[src/design/color_key_mirror_blit_writer_defines.svh]
// ----------------------------------------------------------------------------
// Color-key mirror blit writer: assertion macros
// Concurrent assertion helpers; define ASSERT_OFF to compile them out.
// ----------------------------------------------------------------------------
`ifndef COLOR_KEY_MIRROR_BLIT_WRITER_DEFINES_SVH
`define COLOR_KEY_MIRROR_BLIT_WRITER_DEFINES_SVH

`ifndef ASSERT_OFF
// Same-cycle implication, checked out of reset
`define CKMB_ASSERT_IMPLY(label, clk, rst_n, ante, cons) \
    label: assert property (@(posedge clk) disable iff (!(rst_n)) (ante) |-> (cons)) \
        else $error("assertion failed");
// Next-cycle implication, checked out of reset
`define CKMB_ASSERT_NEXT(label, clk, rst_n, ante, cons) \
    label: assert property (@(posedge clk) disable iff (!(rst_n)) (ante) |=> (cons)) \
        else $error("assertion failed");
`else
`define CKMB_ASSERT_IMPLY(label, clk, rst_n, ante, cons)
`define CKMB_ASSERT_NEXT(label, clk, rst_n, ante, cons)
`endif

`endif

[src/design/ckmb_pkg.sv]
// ----------------------------------------------------------------------------
// Color-key mirror blit writer package
// Widths, register indexes, mode codes and clamp helpers.
// ----------------------------------------------------------------------------
package ckmb_pkg;

    localparam int ADDRESS_BITS   = 20;
    localparam int MAX_PITCH      = 1024;
    localparam int COLUMN_LIMIT   = 1024;
    localparam int PIXEL_BITS     = 8;
    localparam int COORD_BITS     = 10;
    localparam int SIZE_BITS      = 11;
    localparam int MODE_BITS      = 2;
    localparam int CFG_INDEX_BITS = 3;
    localparam int CFG_DATA_BITS  = 11;
    localparam int PROD_BITS      = ADDRESS_BITS + SIZE_BITS;

    typedef enum logic [CFG_INDEX_BITS-1:0] {
        CFG_MODE         = 3'd0,
        CFG_KEY_COLOR    = 3'd1,
        CFG_FILL_COLOR   = 3'd2,
        CFG_RECT_WIDTH   = 3'd3,
        CFG_DEST_X       = 3'd4,
        CFG_DEST_Y       = 3'd5,
        CFG_DEST_TOP_ROW = 3'd6,
        CFG_DEST_PITCH   = 3'd7
    } t_cfg_index;

    // Code 3 is not listed: it behaves as mirrored opaque
    localparam logic [MODE_BITS-1:0] MODE_FWD_KEYED      = 2'd0;
    localparam logic [MODE_BITS-1:0] MODE_MIRROR_TRANSP  = 2'd1;
    localparam logic [MODE_BITS-1:0] MODE_MIRROR_OPAQUE  = 2'd2;

    typedef struct packed {
        logic [MODE_BITS-1:0]  mode;
        logic [PIXEL_BITS-1:0] key_color;
        logic [PIXEL_BITS-1:0] fill_color;
        logic [SIZE_BITS-1:0]  rect_width;
        logic [COORD_BITS-1:0] dest_x;
        logic [COORD_BITS-1:0] dest_y;
        logic [COORD_BITS-1:0] dest_top_row;
        logic [SIZE_BITS-1:0]  dest_pitch;
    } t_cfg;

    // Clamp pitch to the largest supported stride
    function automatic logic [SIZE_BITS-1:0] eff_pitch(input logic [SIZE_BITS-1:0] p);
        logic [SIZE_BITS-1:0] lim;
        lim = SIZE_BITS'(MAX_PITCH);
        return (p > lim) ? lim : p;
    endfunction

    // Zero width acts as one; clamp to pitch and column limits
    function automatic logic [SIZE_BITS-1:0] eff_width(input logic [SIZE_BITS-1:0] w);
        logic [SIZE_BITS-1:0] res;
        res = (w == '0) ? SIZE_BITS'(1) : w;
        if (res > SIZE_BITS'(MAX_PITCH)) begin
            res = SIZE_BITS'(MAX_PITCH);
        end
        if (res > SIZE_BITS'(COLUMN_LIMIT)) begin
            res = SIZE_BITS'(COLUMN_LIMIT);
        end
        return res;
    endfunction

endpackage

[src/design/ckmb_pix_if.sv]
// ----------------------------------------------------------------------------
// Source pixel channel
// Valid/ready channel carrying one source pixel per item.
// ----------------------------------------------------------------------------
interface ckmb_pix_if;
    logic                            valid;
    logic                            ready;
    logic [ckmb_pkg::PIXEL_BITS-1:0] pixel_in;
    logic                            last_in_rect;

    modport source (output valid, output pixel_in, output last_in_rect, input ready);
    modport sink   (input valid, input pixel_in, input last_in_rect, output ready);
endinterface

[src/design/ckmb_wr_if.sv]
// ----------------------------------------------------------------------------
// Destination write channel
// Valid/ready channel carrying one destination write per item.
// ----------------------------------------------------------------------------
interface ckmb_wr_if;
    logic                              valid;
    logic                              ready;
    logic                              write_enable;
    logic [ckmb_pkg::ADDRESS_BITS-1:0] dest_address;
    logic [ckmb_pkg::PIXEL_BITS-1:0]   pixel_out;
    logic                              row_end;
    logic                              rect_end;

    modport source (output valid, output write_enable, output dest_address,
                    output pixel_out, output row_end, output rect_end, input ready);
    modport sink   (input valid, input write_enable, input dest_address,
                    input pixel_out, input row_end, input rect_end, output ready);
endinterface

[src/design/color_key_mirror_blit_writer.sv]
// ----------------------------------------------------------------------------
// Color-key mirror blit writer
// Turns a row-ordered stream of source pixels into destination framebuffer
// writes, with color keying, transparency and horizontal mirroring.
// ----------------------------------------------------------------------------
// Takes one pixel item per clock while the write side takes items, and returns
// one write item per pixel through the input register and then the result
// register; the write side may stall freely and the input keeps flowing while the result
// register drains. The rectangle start address (top_row - dest_y) * pitch +
// dest_x is kept precomputed in a register by the one multiplier, which sits
// on the configuration write path, so the per-pixel path is only a compare, a
// subtract and an add. Configuration is written between rectangles or while
// no item is in flight; a new rectangle starts after an item with
// last_in_rect set.
module color_key_mirror_blit_writer (
    input  logic                                 i_clk,
    input  logic                                 i_rst_n,
    input  logic                                 i_cfg_we,
    input  logic [ckmb_pkg::CFG_INDEX_BITS-1:0]  i_cfg_index,
    input  logic [ckmb_pkg::CFG_DATA_BITS-1:0]   i_cfg_data,
    ckmb_pix_if.sink                             i_pix,
    ckmb_wr_if.source                            o_wr
);

`include "color_key_mirror_blit_writer_defines.svh"

    localparam int AB = ckmb_pkg::ADDRESS_BITS;
    localparam int SB = ckmb_pkg::SIZE_BITS;
    localparam int CB = ckmb_pkg::COORD_BITS;
    localparam int PB = ckmb_pkg::PIXEL_BITS;

    // ---------------- configuration ----------------
    ckmb_pkg::t_cfg                     r_cfg;
    ckmb_pkg::t_cfg                     n_cfg;
    logic [AB-1:0]                      r_start_base;
    logic [AB-1:0]                      n_start_base;
    logic [AB-1:0]                      w_rows;
    logic [SB-1:0]                      w_start_pitch;
    logic [ckmb_pkg::PROD_BITS-1:0]     w_prod;

    always_comb begin
        n_cfg = r_cfg;
        if (i_cfg_we) begin
            case (ckmb_pkg::t_cfg_index'(i_cfg_index))
                ckmb_pkg::CFG_MODE:         n_cfg.mode         = i_cfg_data[1:0];
                ckmb_pkg::CFG_KEY_COLOR:    n_cfg.key_color    = i_cfg_data[PB-1:0];
                ckmb_pkg::CFG_FILL_COLOR:   n_cfg.fill_color   = i_cfg_data[PB-1:0];
                ckmb_pkg::CFG_RECT_WIDTH:   n_cfg.rect_width   = i_cfg_data[SB-1:0];
                ckmb_pkg::CFG_DEST_X:       n_cfg.dest_x       = i_cfg_data[CB-1:0];
                ckmb_pkg::CFG_DEST_Y:       n_cfg.dest_y       = i_cfg_data[CB-1:0];
                ckmb_pkg::CFG_DEST_TOP_ROW: n_cfg.dest_top_row = i_cfg_data[CB-1:0];
                ckmb_pkg::CFG_DEST_PITCH:   n_cfg.dest_pitch   = i_cfg_data[SB-1:0];
                default:                    n_cfg = r_cfg;
            endcase
        end
    end

    // Start base follows the register values as they will be after this edge
    assign w_rows        = AB'(n_cfg.dest_top_row) - AB'(n_cfg.dest_y);
    assign w_start_pitch = ckmb_pkg::eff_pitch(n_cfg.dest_pitch);
    assign w_prod        = ckmb_pkg::PROD_BITS'(w_rows)
                         * ckmb_pkg::PROD_BITS'(w_start_pitch);
    assign n_start_base  = w_prod[AB-1:0] + AB'(n_cfg.dest_x);

    always_ff @(posedge i_clk) begin
        if (!i_rst_n) begin
            r_cfg.mode         <= ckmb_pkg::MODE_FWD_KEYED;
            r_cfg.key_color    <= '0;
            r_cfg.fill_color   <= '0;
            r_cfg.rect_width   <= SB'(1);
            r_cfg.dest_x       <= '0;
            r_cfg.dest_y       <= '0;
            r_cfg.dest_top_row <= '0;
            r_cfg.dest_pitch   <= SB'(1);
            r_start_base       <= '0;
        end else begin
            r_cfg        <= n_cfg;
            r_start_base <= n_start_base;
        end
    end

    // ---------------- input register ----------------
    logic          r_in_valid;
    logic [PB-1:0] r_in_pix;
    logic          r_in_last;
    logic          r_out_valid;
    logic          w_adv;
    logic          w_in_take;

    assign w_adv       = r_in_valid && (!r_out_valid || o_wr.ready);
    assign i_pix.ready = !r_in_valid || w_adv;
    assign w_in_take   = i_pix.valid && i_pix.ready;

    always_ff @(posedge i_clk) begin
        if (!i_rst_n) begin
            r_in_valid <= 1'b0;
        end else if (w_in_take) begin
            r_in_valid <= 1'b1;
        end else if (w_adv) begin
            r_in_valid <= 1'b0;
        end
        if (w_in_take) begin
            r_in_pix  <= i_pix.pixel_in;
            r_in_last <= i_pix.last_in_rect;
        end
    end

    // ---------------- per-pixel logic ----------------
    logic [CB-1:0] r_col;
    logic [AB-1:0] r_base;
    logic          r_started;

    logic [SB-1:0] w_width;
    logic [CB-1:0] w_wm1;
    logic [CB-1:0] w_col_raw;
    logic [CB-1:0] w_col;
    logic [CB-1:0] w_offset;
    logic [AB-1:0] w_base;
    logic [AB-1:0] w_addr;
    logic          w_last_col;
    logic          w_we;
    logic [PB-1:0] w_pix_out;

    assign w_width    = ckmb_pkg::eff_width(r_cfg.rect_width);
    assign w_wm1      = CB'(w_width - SB'(1));
    assign w_base     = r_started ? r_base : r_start_base;
    assign w_col_raw  = r_started ? r_col : '0;
    // Clamp the column if the width shrank under a running rectangle
    assign w_col      = (SB'(w_col_raw) >= w_width) ? w_wm1 : w_col_raw;
    assign w_offset   = (r_cfg.mode == ckmb_pkg::MODE_FWD_KEYED) ? w_col : (w_wm1 - w_col);
    assign w_addr     = w_base + AB'(w_offset);
    assign w_last_col = (w_col == w_wm1);

    always_comb begin
        w_we      = 1'b0;
        w_pix_out = '0;
        case (r_cfg.mode)
            ckmb_pkg::MODE_FWD_KEYED: begin
                if (r_in_pix != '0) begin
                    w_we      = 1'b1;
                    w_pix_out = (r_in_pix == r_cfg.key_color) ? r_cfg.fill_color : r_in_pix;
                end
            end
            ckmb_pkg::MODE_MIRROR_TRANSP: begin
                if (r_in_pix != '0) begin
                    w_we      = 1'b1;
                    w_pix_out = r_in_pix;
                end
            end
            default: begin
                w_we      = 1'b1;
                w_pix_out = r_in_pix;
            end
        endcase
    end

    always_ff @(posedge i_clk) begin
        if (!i_rst_n) begin
            r_col     <= '0;
            r_base    <= '0;
            r_started <= 1'b0;
        end else if (w_adv) begin
            if (r_in_last) begin
                r_started <= 1'b0;
                r_col     <= '0;
                r_base    <= w_base;
            end else if (w_last_col) begin
                // advance to the next destination row
                r_started <= 1'b1;
                r_col     <= '0;
                r_base    <= w_base + AB'(ckmb_pkg::eff_pitch(r_cfg.dest_pitch));
            end else begin
                r_started <= 1'b1;
                r_col     <= w_col + CB'(1);
                r_base    <= w_base;
            end
        end
    end

    // ---------------- result register ----------------
    logic          r_we;
    logic [AB-1:0] r_addr;
    logic [PB-1:0] r_pix_out;
    logic          r_row_end;
    logic          r_rect_end;

    always_ff @(posedge i_clk) begin
        if (!i_rst_n) begin
            r_out_valid <= 1'b0;
        end else if (w_adv) begin
            r_out_valid <= 1'b1;
        end else if (o_wr.ready) begin
            r_out_valid <= 1'b0;
        end
        if (w_adv) begin
            r_we       <= w_we;
            r_addr     <= w_addr;
            r_pix_out  <= w_pix_out;
            r_row_end  <= w_last_col || r_in_last;
            r_rect_end <= r_in_last;
        end
    end

    assign o_wr.valid        = r_out_valid;
    assign o_wr.write_enable = r_we;
    assign o_wr.dest_address = r_addr;
    assign o_wr.pixel_out    = r_pix_out;
    assign o_wr.row_end      = r_row_end;
    assign o_wr.rect_end     = r_rect_end;

    // ---------------- assertions ----------------
    `CKMB_ASSERT_IMPLY(a_skip_zero_pix, i_clk, i_rst_n,
        r_out_valid && !r_we, r_pix_out == '0)
    `CKMB_ASSERT_IMPLY(a_rect_end_row_end, i_clk, i_rst_n,
        r_out_valid && r_rect_end, r_row_end)
    `CKMB_ASSERT_NEXT(a_last_restarts, i_clk, i_rst_n,
        w_adv && r_in_last, !r_started && (r_col == '0))
    `CKMB_ASSERT_NEXT(a_adv_fills_out, i_clk, i_rst_n,
        w_adv, r_out_valid)

endmodule

[src/flat_wrapper.sv]
// flat-port wrapper written by rule: the top's interface ports become plain ports
module color_key_mirror_blit_writer_flat 
  (i_clk, i_rst_n, i_cfg_we, i_cfg_index, i_cfg_data, i_pix_valid, i_pix_pixel_in, i_pix_last_in_rect, i_pix_ready, o_wr_valid, o_wr_write_enable, o_wr_dest_address, o_wr_pixel_out, o_wr_row_end, o_wr_rect_end, o_wr_ready);
  ckmb_pix_if i_pix_i ();
  ckmb_wr_if o_wr_i ();
  input  logic i_clk;
  input  logic i_rst_n;
  input  logic i_cfg_we;
  input  logic [ckmb_pkg::CFG_INDEX_BITS-1:0] i_cfg_index;
  input  logic [ckmb_pkg::CFG_DATA_BITS-1:0] i_cfg_data;
  input wire logic [$bits(i_pix_i.valid)-1:0] i_pix_valid;
  input wire logic [$bits(i_pix_i.pixel_in)-1:0] i_pix_pixel_in;
  input wire logic [$bits(i_pix_i.last_in_rect)-1:0] i_pix_last_in_rect;
  output wire logic [$bits(i_pix_i.ready)-1:0] i_pix_ready;
  output wire logic [$bits(o_wr_i.valid)-1:0] o_wr_valid;
  output wire logic [$bits(o_wr_i.write_enable)-1:0] o_wr_write_enable;
  output wire logic [$bits(o_wr_i.dest_address)-1:0] o_wr_dest_address;
  output wire logic [$bits(o_wr_i.pixel_out)-1:0] o_wr_pixel_out;
  output wire logic [$bits(o_wr_i.row_end)-1:0] o_wr_row_end;
  output wire logic [$bits(o_wr_i.rect_end)-1:0] o_wr_rect_end;
  input wire logic [$bits(o_wr_i.ready)-1:0] o_wr_ready;
  assign i_pix_i.valid = i_pix_valid;
  assign i_pix_i.pixel_in = i_pix_pixel_in;
  assign i_pix_i.last_in_rect = i_pix_last_in_rect;
  assign i_pix_ready = i_pix_i.ready;
  assign o_wr_valid = o_wr_i.valid;
  assign o_wr_write_enable = o_wr_i.write_enable;
  assign o_wr_dest_address = o_wr_i.dest_address;
  assign o_wr_pixel_out = o_wr_i.pixel_out;
  assign o_wr_row_end = o_wr_i.row_end;
  assign o_wr_rect_end = o_wr_i.rect_end;
  assign o_wr_i.ready = o_wr_ready;
  color_key_mirror_blit_writer u_core (.i_clk(i_clk), .i_rst_n(i_rst_n), .i_cfg_we(i_cfg_we), .i_cfg_index(i_cfg_index), .i_cfg_data(i_cfg_data), .i_pix(i_pix_i), .o_wr(o_wr_i));
endmodule
[config.mk]
export PLATFORM = sky130hd
export DESIGN_NAME = color_key_mirror_blit_writer_flat
export DESIGN_NICKNAME = d
export VERILOG_FILES = /design/src/design/ckmb_pkg.sv /design/src/design/ckmb_pix_if.sv /design/src/design/ckmb_wr_if.sv /design/src/design/color_key_mirror_blit_writer.sv /design/src/flat_wrapper.sv
export VERILOG_INCLUDE_DIRS = /design/src /design/src/design
export SDC_FILE = /design/constraint.sdc
export NUM_CORES = 1
export LEC_CHECK = 0
export ABC_AREA = 1
export BUFFER_PORTS_ARGS = -buffer_cell sky130_fd_sc_hd__clkbuf_2
export CORE_MARGIN = 3
export CORE_UTILIZATION = 48
export DETAILED_ROUTE_END_ITERATION = 6
export PLACE_DENSITY = 0.66
export SETUP_SLACK_MARGIN = 0.4
export SYNTH_ARGS = -nofsm -noshare
export SYNTH_HDL_FRONTEND = slang
export SYNTH_SLANG_ARGS = --single-unit
[constraint.sdc]
create_clock -name i_clk -period 9.38 [get_ports i_clk]
set_clock_uncertainty 0.1 [all_clocks]
set_input_delay 1.876 -clock i_clk [delete_from_list [all_inputs] [get_ports i_clk]]
set_output_delay 1.876 -clock i_clk [all_outputs]
set_load 0.02 [all_outputs]
==> results of run 1 <==
path summary, 6_finish.rpt:
check / cells after the start / endpoint / slack, ps / startpoint
min: 2 / u_core.r_col[9] / 370 / u_core.r_col[9]
min reg2reg: 2 / u_core.r_col[9] / 370 / u_core.r_col[9]
max: 34 / u_core.r_start_base[19] / 990 / i_cfg_index[2]
max reg2reg: 33 / u_core.r_start_base[19] / 2670 / u_core.r_cfg[13]
worst max-delay path, delay by kind of cell:
family                   cells  cell delay, ps
AO/OA/AOI/OAI                7            1410
adder cells (fa/ha/maj)      7            3070
buffers and inverters        7             690
AND/OR/NAND/NOR             13            1580
timing repair:
action	CTS	global route
setup endpoints to repair	0	3
buffers inserted	0	0
gates resized for setup	0	3
power by group through the flow:
stage | registers (mW) | clock network (mW) | logic [mW]
detailed placement | 0.852 | 0 | 1.48
CTS | 0.837 | 0.687 | 1.49
finish | 0.837 | 0.672 | 1.49
global placement | 0.851 | 0 | 1.45
floorplan | 0.859 | 0 | 1.11
global route | 0.844 | 0.713 | 1.72
placed cells by master, fill, tap and decap left out, types with 3 or more instances in the layout:
cell type / netlist / layout
sky130_fd_sc_hd__nand2_1: 375 / 374
sky130_fd_sc_hd__inv_1: 330 / 328
sky130_fd_sc_hd__nor2_1: 181 / 181
sky130_fd_sc_hd__a21oi_1: 125 / 125
sky130_fd_sc_hd__dfxtp_1: 123 / 123
sky130_fd_sc_hd__o21ai_0: 119 / 119
sky130_fd_sc_hd__fa_1: 119 / 119
sky130_fd_sc_hd__ha_1: 92 / 92
sky130_fd_sc_hd__nand3_1: 71 / 71
sky130_fd_sc_hd__clkbuf_2: 0 / 60
sky130_fd_sc_hd__edfxtp_1: 40 / 40
sky130_fd_sc_hd__xor2_1: 35 / 35
sky130_fd_sc_hd__nand2_2: 26 / 27
sky130_fd_sc_hd__or2_2: 23 / 23
sky130_fd_sc_hd__buf_4: 5 / 20
sky130_fd_sc_hd__clkbuf_16: 0 / 17
sky130_fd_sc_hd__nor3_1: 15 / 15
sky130_fd_sc_hd__xnor2_1: 15 / 15
sky130_fd_sc_hd__o21ai_1: 14 / 14
sky130_fd_sc_hd__nand4_1: 13 / 13
sky130_fd_sc_hd__a211oi_1: 11 / 11
sky130_fd_sc_hd__o21a_1: 10 / 10
sky130_fd_sc_hd__nand3_2: 10 / 10
sky130_fd_sc_hd__nor2_2: 9 / 9
sky130_fd_sc_hd__a21oi_2: 9 / 9
sky130_fd_sc_hd__inv_2: 5 / 7
sky130_fd_sc_hd__nor4_1: 7 / 7
sky130_fd_sc_hd__inv_6: 0 / 5
sky130_fd_sc_hd__nor2_4: 4 / 4
sky130_fd_sc_hd__clkinvlp_4: 0 / 4
sky130_fd_sc_hd__nand3b_1: 4 / 4
sky130_fd_sc_hd__a21o_1: 3 / 3
sky130_fd_sc_hd__clkinv_1: 4 / 3
sky130_fd_sc_hd__clkinv_4: 0 / 3
stage by stage:
stage	power [mW]	cells
3_5_place_dp	2.33	2281
4_1_cts	3.01	2313
5_1_grt	3.28	2313
3_3_place_gp	2.30	2281
2_1_floorplan	1.97	1866
6_report	2.99	2313
cell usage after synthesis (2+ instances only):
library cell,number,area [um2]
sky130_fd_sc_hd__nor2_4,4,45.0
sky130_fd_sc_hd__xnor2_1,15,131
sky130_fd_sc_hd__a21oi_2,9,78.8
sky130_fd_sc_hd__nor2_2,9,56.3
sky130_fd_sc_hd__buf_1,6,22.5
sky130_fd_sc_hd__o211ai_1,2,15.0
sky130_fd_sc_hd__a31oi_1,2,12.5
sky130_fd_sc_hd__nand2_2,26,163
sky130_fd_sc_hd__a41oi_1,2,17.5
sky130_fd_sc_hd__nand3_2,10,100
sky130_fd_sc_hd__clkinv_1,4,15.0
sky130_fd_sc_hd__buf_6,3,33.8
sky130_fd_sc_hd__clkbuf_1,29,109
sky130_fd_sc_hd__xor2_1,35,307
sky130_fd_sc_hd__nor4_1,7,43.8
sky130_fd_sc_hd__nor2_1,181,679
sky130_fd_sc_hd__nand3_1,71,355
sky130_fd_sc_hd__buf_4,5,37.5
sky130_fd_sc_hd__o41ai_1,2,17.5
sky130_fd_sc_hd__or2_2,23,144
sky130_fd_sc_hd__and2_1,2,12.5
sky130_fd_sc_hd__o21ai_0,119,596
sky130_fd_sc_hd__fa_1,119,2380
sky130_fd_sc_hd__dfxtp_1,123,2460
sky130_fd_sc_hd__nor3_1,15,75.1
sky130_fd_sc_hd__nand3b_1,4,30.0
sky130_fd_sc_hd__buf_2,5,25.0
sky130_fd_sc_hd__a211oi_1,11,82.6
sky130_fd_sc_hd__inv_2,5,18.8
sky130_fd_sc_hd__ha_1,92,1150
sky130_fd_sc_hd__o31ai_1,2,15.0
sky130_fd_sc_hd__nand4_1,13,81.3
sky130_fd_sc_hd__o21ai_1,14,70.1
sky130_fd_sc_hd__o21a_1,10,75.1
sky130_fd_sc_hd__o21bai_1,2,15.0
sky130_fd_sc_hd__a21oi_1,125,626
sky130_fd_sc_hd__nand2_1,375,1410
sky130_fd_sc_hd__a21o_1,3,22.5
sky130_fd_sc_hd__edfxtp_1,40,1200
sky130_fd_sc_hd__inv_1,330,1240
layer usage:
metal | part of all wire | routed length [um]
met1 | 0.44 | 15300
met4 | 0.024 | 850
met5 | 0 | 0
met2 | 0.49 | 17000
met3 | 0.052 | 1820
flip-flops by register name, summed over array words and instances, names as in the netlist:
signal and count:
u_core.o_wr.row_end 1, u_core.o_wr.pixel_out 8, u_core.o_wr.dest_address 20, u_core.r_in_last 1, u_core.o_wr.rect_end 1, u_core.r_cfg 70
u_core.r_started 1, u_core.r_base 20, u_core.o_wr.write_enable 1, u_core.r_in_pix 8, u_core.r_col 10, u_core.r_start_base 20
u_core.r_in_valid 1, u_core.o_wr.valid 1
final cells by class:
| type | instances | area, um2 | area share |
|---|---|---|---|
| clock buffer | 18 | 439 | 0.0285 |
| tap | 384 | 480 | 0.0312 |
| inverter | 339 | 1280 | 0.0829 |
| sequential | 163 | 3660 | 0.238 |
| timing repair buffer | 80 | 450 | 0.0293 |
| clock inverter | 14 | 120 | 0.00781 |
| multi-input combinational | 1315 | 8960 | 0.582 |
cell families (layout without fill, tap and decap cells):
family,after synthesis,count (layout),synth area share
xor+xnor,50,50,0.0310
compound gates,307,307,0.119
buf+inv,388,451,0.108
fa+ha+maj,211,211,0.250
flops,163,163,0.259
simple gates,747,747,0.234
==> impl_results.md, run 1 <==
- Worst path slowest cell: sky130_fd_sc_hd__fa_1
- First-pass GRT wire length: a little under 60,000 um
- Worst path required time: 9620 ps
- Count of routing violations after the opening detailed-route iteration: 753
- Critical-path maximum fanout: 16
- Synthesis-to-finish area growth: 8.84%
- Worst setup SP type: input port
- Clock insertion delay at the later pin of the skew report: 450 ps
- Count of pins on the block boundary: 61
- Switching power: 1.30 mW
- Worst-case setup slack after placement: 344 ps
- Distinct cell type count of the synthesized netlist: 52
- Count of inserted antenna diode cells: 0
- Initial antenna violation count: 1
- Setup repair after global routing missed its margin: false
- Met3 GRT Util: 0.0398
- CTS tree: built
- CP arrival: ~8600 ps
- Leakage: 7.39 nW
- EDFF count, synth: 40
- Logic pwr share: 0.496
- Overall track demand over capacity in global routing: 0.235
- Hold Vio Cnt, Final: 0
- Peak supply drop: 0.132 mV
- Post-layout utilization of the core: 0.533
- Number of warnings issued by yosys: 0
- Final worst path period share: 0.894
- Area post-placement: 14,800 um2
- Class of the most critical setup path: input port to flop
- Num rows: 62
- Min cycle time layout: 8390 ps
- Count of pins over their slew limit: 0
- Critical path endpoint category: flop
- Starting density of the core: 0.490
- Clock slew at the register clock pins of the worst setup and hold paths: around 70 ps
- Aggregate negative setup slack: 0 ps
- Overall die height: approximately 180 um
- Ratio of cells with drive above 1 in the final layout: 0.109
- Final setup violation count: 0
- CTS root buffer: sky130_fd_sc_hd__clkbuf_16
- CTS sink cnt: 163
- Number of buffers created by CTS: 17
- Max incr delay on CP: 530 ps
- Status: completed
- Count of hold-fix buffers inserted at cts: 0
- Syn Nets: around 2.1k
- Vias per cell: roughly 5.2
- Post-synthesis sequential area ratio: 0.259
- Area of the mapped netlist: 14,100 um2
- Internal power component: 1.70 mW
- Main flop type after synthesis: sky130_fd_sc_hd__dfxtp_1
- Max clock buf depth: 2
- Core footprint: 28,900 um2
- Maximum capacitance violations: 0
- RD Place Congestion: roughly 0.89
- Share of total power in the clock network: 0.224
- Maximum number of pins on one net before global-route repair: 62
- Die Wd: 178 um
- Final routed wire length divided by cell count: 15.1 um
- Finished Cell Area: 15,400 um2
- Post-route DRC: 0
- # H-tree levels: 4
- Proportion of register bits with asynchronous set or reset after synthesis: 0
- Sequential fraction of design power: 0.280
- Vias in the first global route: 12.0k
- Number of nets with antenna violations after detailed routing: 0
- Dominant cell type by count on the critical path: sky130_fd_sc_hd__nand2_1
- Max-Slew Margin vs Limit: 0.192
- FILL cells: ~2.8k
- Count of vias placed by the detailed router: between 10k and 15k
- Met1 Usage GRT: 0.297
- Flops & latches, synth: approximately 160
- Top achievable clock speed: about 120 MHz
- Worst hold slack: between 300 and 400 ps
- Count of input and output buffers: 60
- Total iterations of the first detailed-routing run: 6
- Synthesized area divided by synthesized cell count: 7.58 um2
- Routed wire length: 34,900 um
- Global Route met2 Usage: 0.409
- Setup slack of the critical path after layout: 992 ps
- Fraction of power spent switching nets: 0.433
- Class of the most critical hold timing path: flop to flop
- Total Die Area: 31,500 um2
- PD cells: just under 200 nW/um2
- Slew of the pin with the lowest slew margin: 1210 ps
- Remaining Overflow, GRT: 0
- Post-layout net count: roughly 2.2k
- Most heavily used metal layer in global routing: met2
- Cells after synthesis: 1,866
- Half-perimeter wire length of the detailed placement result: 27,600 um
(Power assumes the default switching activity.)
==> inputs of run 2 (changes only) <==
--- a/config.mk
+++ b/config.mk
@@ -10,9 +10,12 @@
 export BUFFER_PORTS_ARGS = -buffer_cell sky130_fd_sc_hd__clkbuf_2
 export CORE_MARGIN = 3
 export CORE_UTILIZATION = 48
+export CTS_CLUSTER_DIAMETER = 120
 export DETAILED_ROUTE_END_ITERATION = 6
+export GPL_TIMING_DRIVEN = 0
 export PLACE_DENSITY = 0.66
 export SETUP_SLACK_MARGIN = 0.4
 export SYNTH_ARGS = -nofsm -noshare
 export SYNTH_HDL_FRONTEND = slang
 export SYNTH_SLANG_ARGS = --single-unit
+export TNS_END_PERCENT = 5
==> run 2 against run 1 <==
Sequential power fell by 0.6%; critical path depth rose by 1; setup slack got worse by 120 ps; non-clock buffer count rose by 36; die area did not move; via count rose by 2.1%; fmax fell by 1.4%; largest power group unchanged.
==> impl_results.md, run 2 (same netlist as run 1, synthesis figures left out) <==
- Status: completed
- Final setup violation count: 0
- Routed wire length: ~37,000 um
- Core footprint: between 20,000 and 30,000 um2
- Slew of the pin with the lowest slew margin: 988 ps
- Area post-placement: 14,900 um2
- CTS sink cnt: 163
- Synthesis-to-finish area growth: 11.0%
- Starting density of the core: 0.490
- Total Die Area: 31,500 um2
- Finished Cell Area: about 16,000 um2
- Ratio of cells with drive above 1 in the final layout: 0.116
- Logic pwr share: 0.506
- First-pass GRT wire length: 60,700 um
- Overall die height: approximately 180 um
- Leakage: 7.50 nW
- Max-Slew Margin vs Limit: 0.339
- Setup repair after global routing missed its margin: false
- Number of flip-flops under the largest register name: 70
- Hold Path Stages: 2
- Maximum number of pins on one net before global-route repair: 28
- Count of input and output buffers: 60
- Register containing the most flip-flops in the final layout: u_core.r_cfg
- Total iterations of the first detailed-routing run: 5
- Share of total power in the clock network: 0.226
- Count of routing violations after the opening detailed-route iteration: approximately 830
- Vias per cell: 5.21
- Maximum capacitance violations: 0
- Vias in the first global route: 12.1k
- CP arrival: 8720 ps
- Count of pins over their slew limit: 0
- Min cycle time layout: 8500 ps
- Hold Vio Cnt, Final: 0
- Cell total after placement: 2,311
- Class of the most critical hold timing path: flop to flop
- Final routed wire length divided by cell count: 15.7 um
- Cell depth of the worst flop-to-flop path: 32
- Sequential fraction of design power: 0.269
- Class of the most critical setup path: input port to flop
- Final worst path period share: 0.907
- Number of buffers created by CTS: 17
- Non-filler cells, final: 2,349
- Critical path endpoint category: flop
- Clock slew at the register clock pins of the worst setup and hold paths: ~70 ps
- Post-layout net count: around 2.2k
- Number of nets with antenna violations after detailed routing: 0
- Worst setup SP type: input port
- Count of vias placed by the detailed router: 12.2k
- Fraction of power spent switching nets: 0.437
- Post-layout utilization of the core: 0.544
- CTS root buffer: sky130_fd_sc_hd__clkbuf_16
- Aggregate negative setup slack: 0 ps
- Worst hold slack: 367 ps
- Remaining Overflow, GRT: 0
- Die Wd: around 180 um
- Worst path required time: 9600 ps
- Count of pins on the block boundary: 61
- Overall track demand over capacity in global routing: 0.243
- Half-perimeter wire length of the detailed placement result: 29,700 um
- Num rows: 62
- Initial antenna violation count: 0
- Max clock buf depth: 2
- CTS tree: built
- RD Place Congestion: 0.944
- # H-tree levels: 4
- PD cells: between 150 and 200 nW/um2
- Internal power component: 1.75 mW
- Peak supply drop: 0.158 mV
- Top library cells by usage in the layout, fill and taps aside: sky130_fd_sc_hd__nand2_1 (375), sky130_fd_sc_hd__inv_1 (330), sky130_fd_sc_hd__nor2_1 (181)
- Max incr delay on CP: 540 ps
- Clock insertion delay at the later pin of the skew report: 440 ps
- Count of inserted antenna diode cells: 0
- Leading cell type in the layout, fill and taps excluded: sky130_fd_sc_hd__nand2_1
- Top achievable clock speed: 118 MHz
- Switching power: 1.35 mW
- Critical-path maximum fanout: 10
- Post-route DRC: 0
- Worst path slowest cell: sky130_fd_sc_hd__fa_1
run 2: changes by cell type in the layout (fill, tap and decap cells not counted), moves of 3 or more:
cell / delta
sky130_fd_sc_hd__inv_6: -3
sky130_fd_sc_hd__buf_1: +6
sky130_fd_sc_hd__o21ai_0: -3
sky130_fd_sc_hd__buf_6: +3
sky130_fd_sc_hd__clkbuf_2: +3
sky130_fd_sc_hd__xor2_1: -3
sky130_fd_sc_hd__buf_2: +7
sky130_fd_sc_hd__ha_1: -3
sky130_fd_sc_hd__buf_4: -9
sky130_fd_sc_hd__inv_8: +4
sky130_fd_sc_hd__clkbuf_1: +23
run 2: path summary, 6_finish.rpt:
check / startpoint / endpoint / slack [ps]
worst max register to register: u_core.r_cfg[21] / u_core.r_start_base[19] / 2630
worst max-delay path: i_cfg_index[2] / u_core.r_start_base[19] / 880
worst min-delay path: u_core.r_col[0] / u_core.r_col[0] / 370
worst min register to register: u_core.r_col[0] / u_core.r_col[0] / 370
run 2: power by group through the flow:
stage                     registers [mW]  clock network, mW  logic, mW
after CTS                          0.832              0.709       1.52
after global routing               0.838              0.741       1.80
after detailed placement           0.848                  0       1.50
after global placement             0.847                  0       1.47
final                              0.832              0.700       1.57
after floorplan                    0.859                  0       1.11
run 2: layout make-up:
type,instances,area [um2]
fillers,2802,13200
multi-input cells,1315,9060
flip-flops and latches,163,3660
inverters,339,1280
well taps,384,480
clock buffers,19,453
repair buffers,67,365
plain buffers,49,258
clock inverters,13,134
run 2: what timing repair did:
item,4_1_cts,5_1_grt
hold buffers,0,0
gates resized for setup,3,32
buffers inserted,0,6
setup endpoints to repair,1,8
pin swaps,0,1
run 2: critical path: cells and delay by family:
kind | cells | cell delay [ps]
adders and majority gates | 8 | 3590
and+or+nand+nor | 14 | 1470
AOI/OAI and AO/OA | 5 | 870
buffers and inverters | 7 | 610
xor gates and xnor gates | 1 | 280
run 2: metrics by stage:
stage / power [mW] / worst slack (ps)
finish: 3.10 / 877
global route: 3.38 / 381
CTS: 3.06 / 414
detailed placement: 2.35 / -293
global placement: 2.31 / -258
floorplan: 1.97 / 1010
run 2: layer usage:
metal / track usage / wire length, um / vias up
li1: - / - / 6041
met1: 0.314 / 16400 / 5800
met2: 0.411 / 17500 / 336
met3: 0.0385 / 1910 / 70
met4: 0.0913 / 1150 / 0
met5: 0 / 0 / -
==> inputs of run 3 (changes only) <==
--- a/config.mk
+++ b/config.mk
@@ -10,6 +10,7 @@
 export BUFFER_PORTS_ARGS = -buffer_cell sky130_fd_sc_hd__clkbuf_2
 export CORE_MARGIN = 3
 export CORE_UTILIZATION = 48
+export CTS_BUF_LIST = sky130_fd_sc_hd__clkbuf_8
 export CTS_CLUSTER_DIAMETER = 120
 export DETAILED_ROUTE_END_ITERATION = 6
 export GPL_TIMING_DRIVEN = 0
==> run 3 against run 2 <==
The flow now finishes with violations (design-rule violations); flip-flop and latch count unchanged; largest cell class unchanged; critical path type unchanged; largest power group unchanged; first-iteration DRC count decreased by 9.5%; wire length decreased by 0.86%; non-clock buffer count unchanged; sequential share of layout area increased by 0.34 points; critical endpoint unchanged.
==> impl_results.md, run 3 (same netlist as run 1, synthesis figures left out) <==
- Routed wire length: 36,600 um
- RD Place Congestion: 0.944
- Final routed wire length divided by cell count: 15.6 um
- # H-tree levels: 4
- Aggregate negative setup slack: 0 ps
- Post-layout net count: 2,191
- Post-layout utilization of the core: 0.536
- Count of routing violations after the opening detailed-route iteration: between 700 and 800
- Vias in the first global route: ~12k
- Dominant cell type by count on the critical path: sky130_fd_sc_hd__nand2_1
- Vias per cell: 5.22
- Worst hold slack: about 370 ps
- Class of the most critical hold timing path: flop to flop
- Peak supply drop: 0.0978 mV
- Reg-to-reg setup timing slack: 2610 ps
- Maximum number of pins on one net before global-route repair: 28
- Worst setup SP type: input port
- Max-Slew Margin vs Limit: 0.346
- CTS root buffer: sky130_fd_sc_hd__clkbuf_8
- PD cells: between 150 and 200 nW/um2
- Leading cell type in the layout, fill and taps excluded: sky130_fd_sc_hd__nand2_1
- Hold Vio Cnt, Final: 0
- Capturing point of the worst reg2reg path: u_core.r_start_base[19]
- Hold Path Stages: 2
- Synthesis-to-finish area growth: 9.38%
- Setup repair after global routing missed its margin: false
- Count of input and output buffers: 60
- Maximum capacitance violations: 0
- Worst path required time: slightly below 10,000 ps
- Remaining Overflow, GRT: 0
- Final worst path period share: 0.901
- Ratio of cells with drive above 1 in the final layout: 0.115
- Min-Delay Startpoint: u_core.r_base[2]
- First-pass GRT wire length: just over 60,000 um
- Register containing the most flip-flops in the final layout: u_core.r_cfg
- Starting density of the core: 0.490
- CP arrival: ~8700 ps
- Number of nets with antenna violations after detailed routing: 0
- Clock insertion delay at the later pin of the skew report: ~500 ps
- Max incr delay on CP: 550 ps
- Total Die Area: 31,500 um2
- Top achievable clock speed: 118 MHz
- Finished Cell Area: 15,500 um2
- Violations in the final reports: design-rule violations
- Status: finished, violations left
- Overall die height: roughly 180 um
- Top library cells by usage in the layout, fill and taps aside: sky130_fd_sc_hd__nand2_1 (375), sky130_fd_sc_hd__inv_1 (330), sky130_fd_sc_hd__nor2_1 (181)
- CTS sink cnt: about 160
- Clock slew at the register clock pins of the worst setup and hold paths: 90 ps
- Core footprint: just under 30,000 um2
- Critical-path maximum fanout: 10
- Worst path slowest cell: sky130_fd_sc_hd__fa_1
- Leakage: ~7.4 nW
- Critical path endpoint category: flop
- Terminating pin of the worst hold path: u_core.r_base[2]
- Count of pins on the block boundary: 61
- Cell depth of the worst flop-to-flop path: 35
- Worst setup path startpoint: i_cfg_index[2]
- Number of flip-flops under the largest register name: 70
- Min cycle time layout: 8450 ps
- Final setup violation count: 0
- Crit Reg-Reg Startpoint: u_core.r_cfg[13]
- Class of the most critical setup path: input port to flop
- Area post-placement: ~15,000 um2
- Count of vias placed by the detailed router: 12.3k
- CTS tree: built
- Half-perimeter wire length of the detailed placement result: 29,700 um
- Initial antenna violation count: 0
- Post-route DRC: 1
- Count of pins over their slew limit: 0
- Count of hold-fix buffers inserted at cts: 0
- Die Wd: around 180 um
- Number of buffers created by CTS: 17
- Num rows: 62
- Total iterations of the first detailed-routing run: 7
- Slew of the pin with the lowest slew margin: 978 ps
- Max clock buf depth: 2
- Overall track demand over capacity in global routing: 0.243
- Count of inserted antenna diode cells: 0
## run 3: cell count changes in the layout (fill, tap and decap cells not counted), sizes merged
cell,delta
buf,-1
clkbuf,+1
## run 3: through the flow
step,power (mW),cells,setup WS (ps)
finish,2.91,2349,933
global route,3.19,2349,387
CTS,2.88,2343,475
detailed placement,2.35,2311,-293
global placement,2.31,2310,-258
floorplan,1.97,1866,1010
## run 3: routing by layer
layer,up-vias,share of wire,global-route usage
li1,6046,-,-
met5,-,0,0
met1,5781,0.44,0.314
met4,0,0.033,0.0887
met3,79,0.057,0.0396
met2,349,0.47,0.411
## run 3: critical path, delay by kind of cell
family	cells	cell delay, ps
AND/OR/NAND/NOR	16	1610
AO/OA/AOI/OAI	8	1280
buffers and inverters	7	860
adder cells (fa/ha/maj)	7	3100
## run 3: timing repair
item	4_1_cts	5_1_grt
gates resized for setup	3	26
endpoints found under the setup margin	1	8
pin swaps	0	1
buffers inserted	0	6
## run 3: worst max path at each step
stage | slack [ps] | to
2_1_floorplan | 1010 | u_core.r_start_base[19]
3_3_place_gp | -260 | u_core.r_start_base[19]
3_5_place_dp | -290 | u_core.r_start_base[19]
4_1_cts | 470 | u_core.r_start_base[19]
5_1_grt | 390 | u_core.r_start_base[19]
6_report | 930 | u_core.r_start_base[19]
## run 3: where the power goes
group | internal (mW) | total (mW) | switching, mW | leakage (nW)
sequential | 0.806 | 0.831 | 0.0255 | 1.38
clock | 0.212 | 0.519 | 0.306 | 0.197
combinational | 0.568 | 1.56 | 0.992 | 5.82
total | 1.59 | 2.91 | 1.32 | 7.40
## run 3: layout make-up
| class | instances | area [um2] |
|---|---|---|
| fill | 2839 | 13400 |
| multi-input combinational | 1315 | 9020 |
| sequential | 163 | 3660 |
| inverter | 339 | 1280 |
| tap | 384 | 480 |
| timing repair buffer | 67 | 365 |
| clock buffer | 19 | 262 |
| buffer | 49 | 258 |
| clock inverter | 13 | 134 |
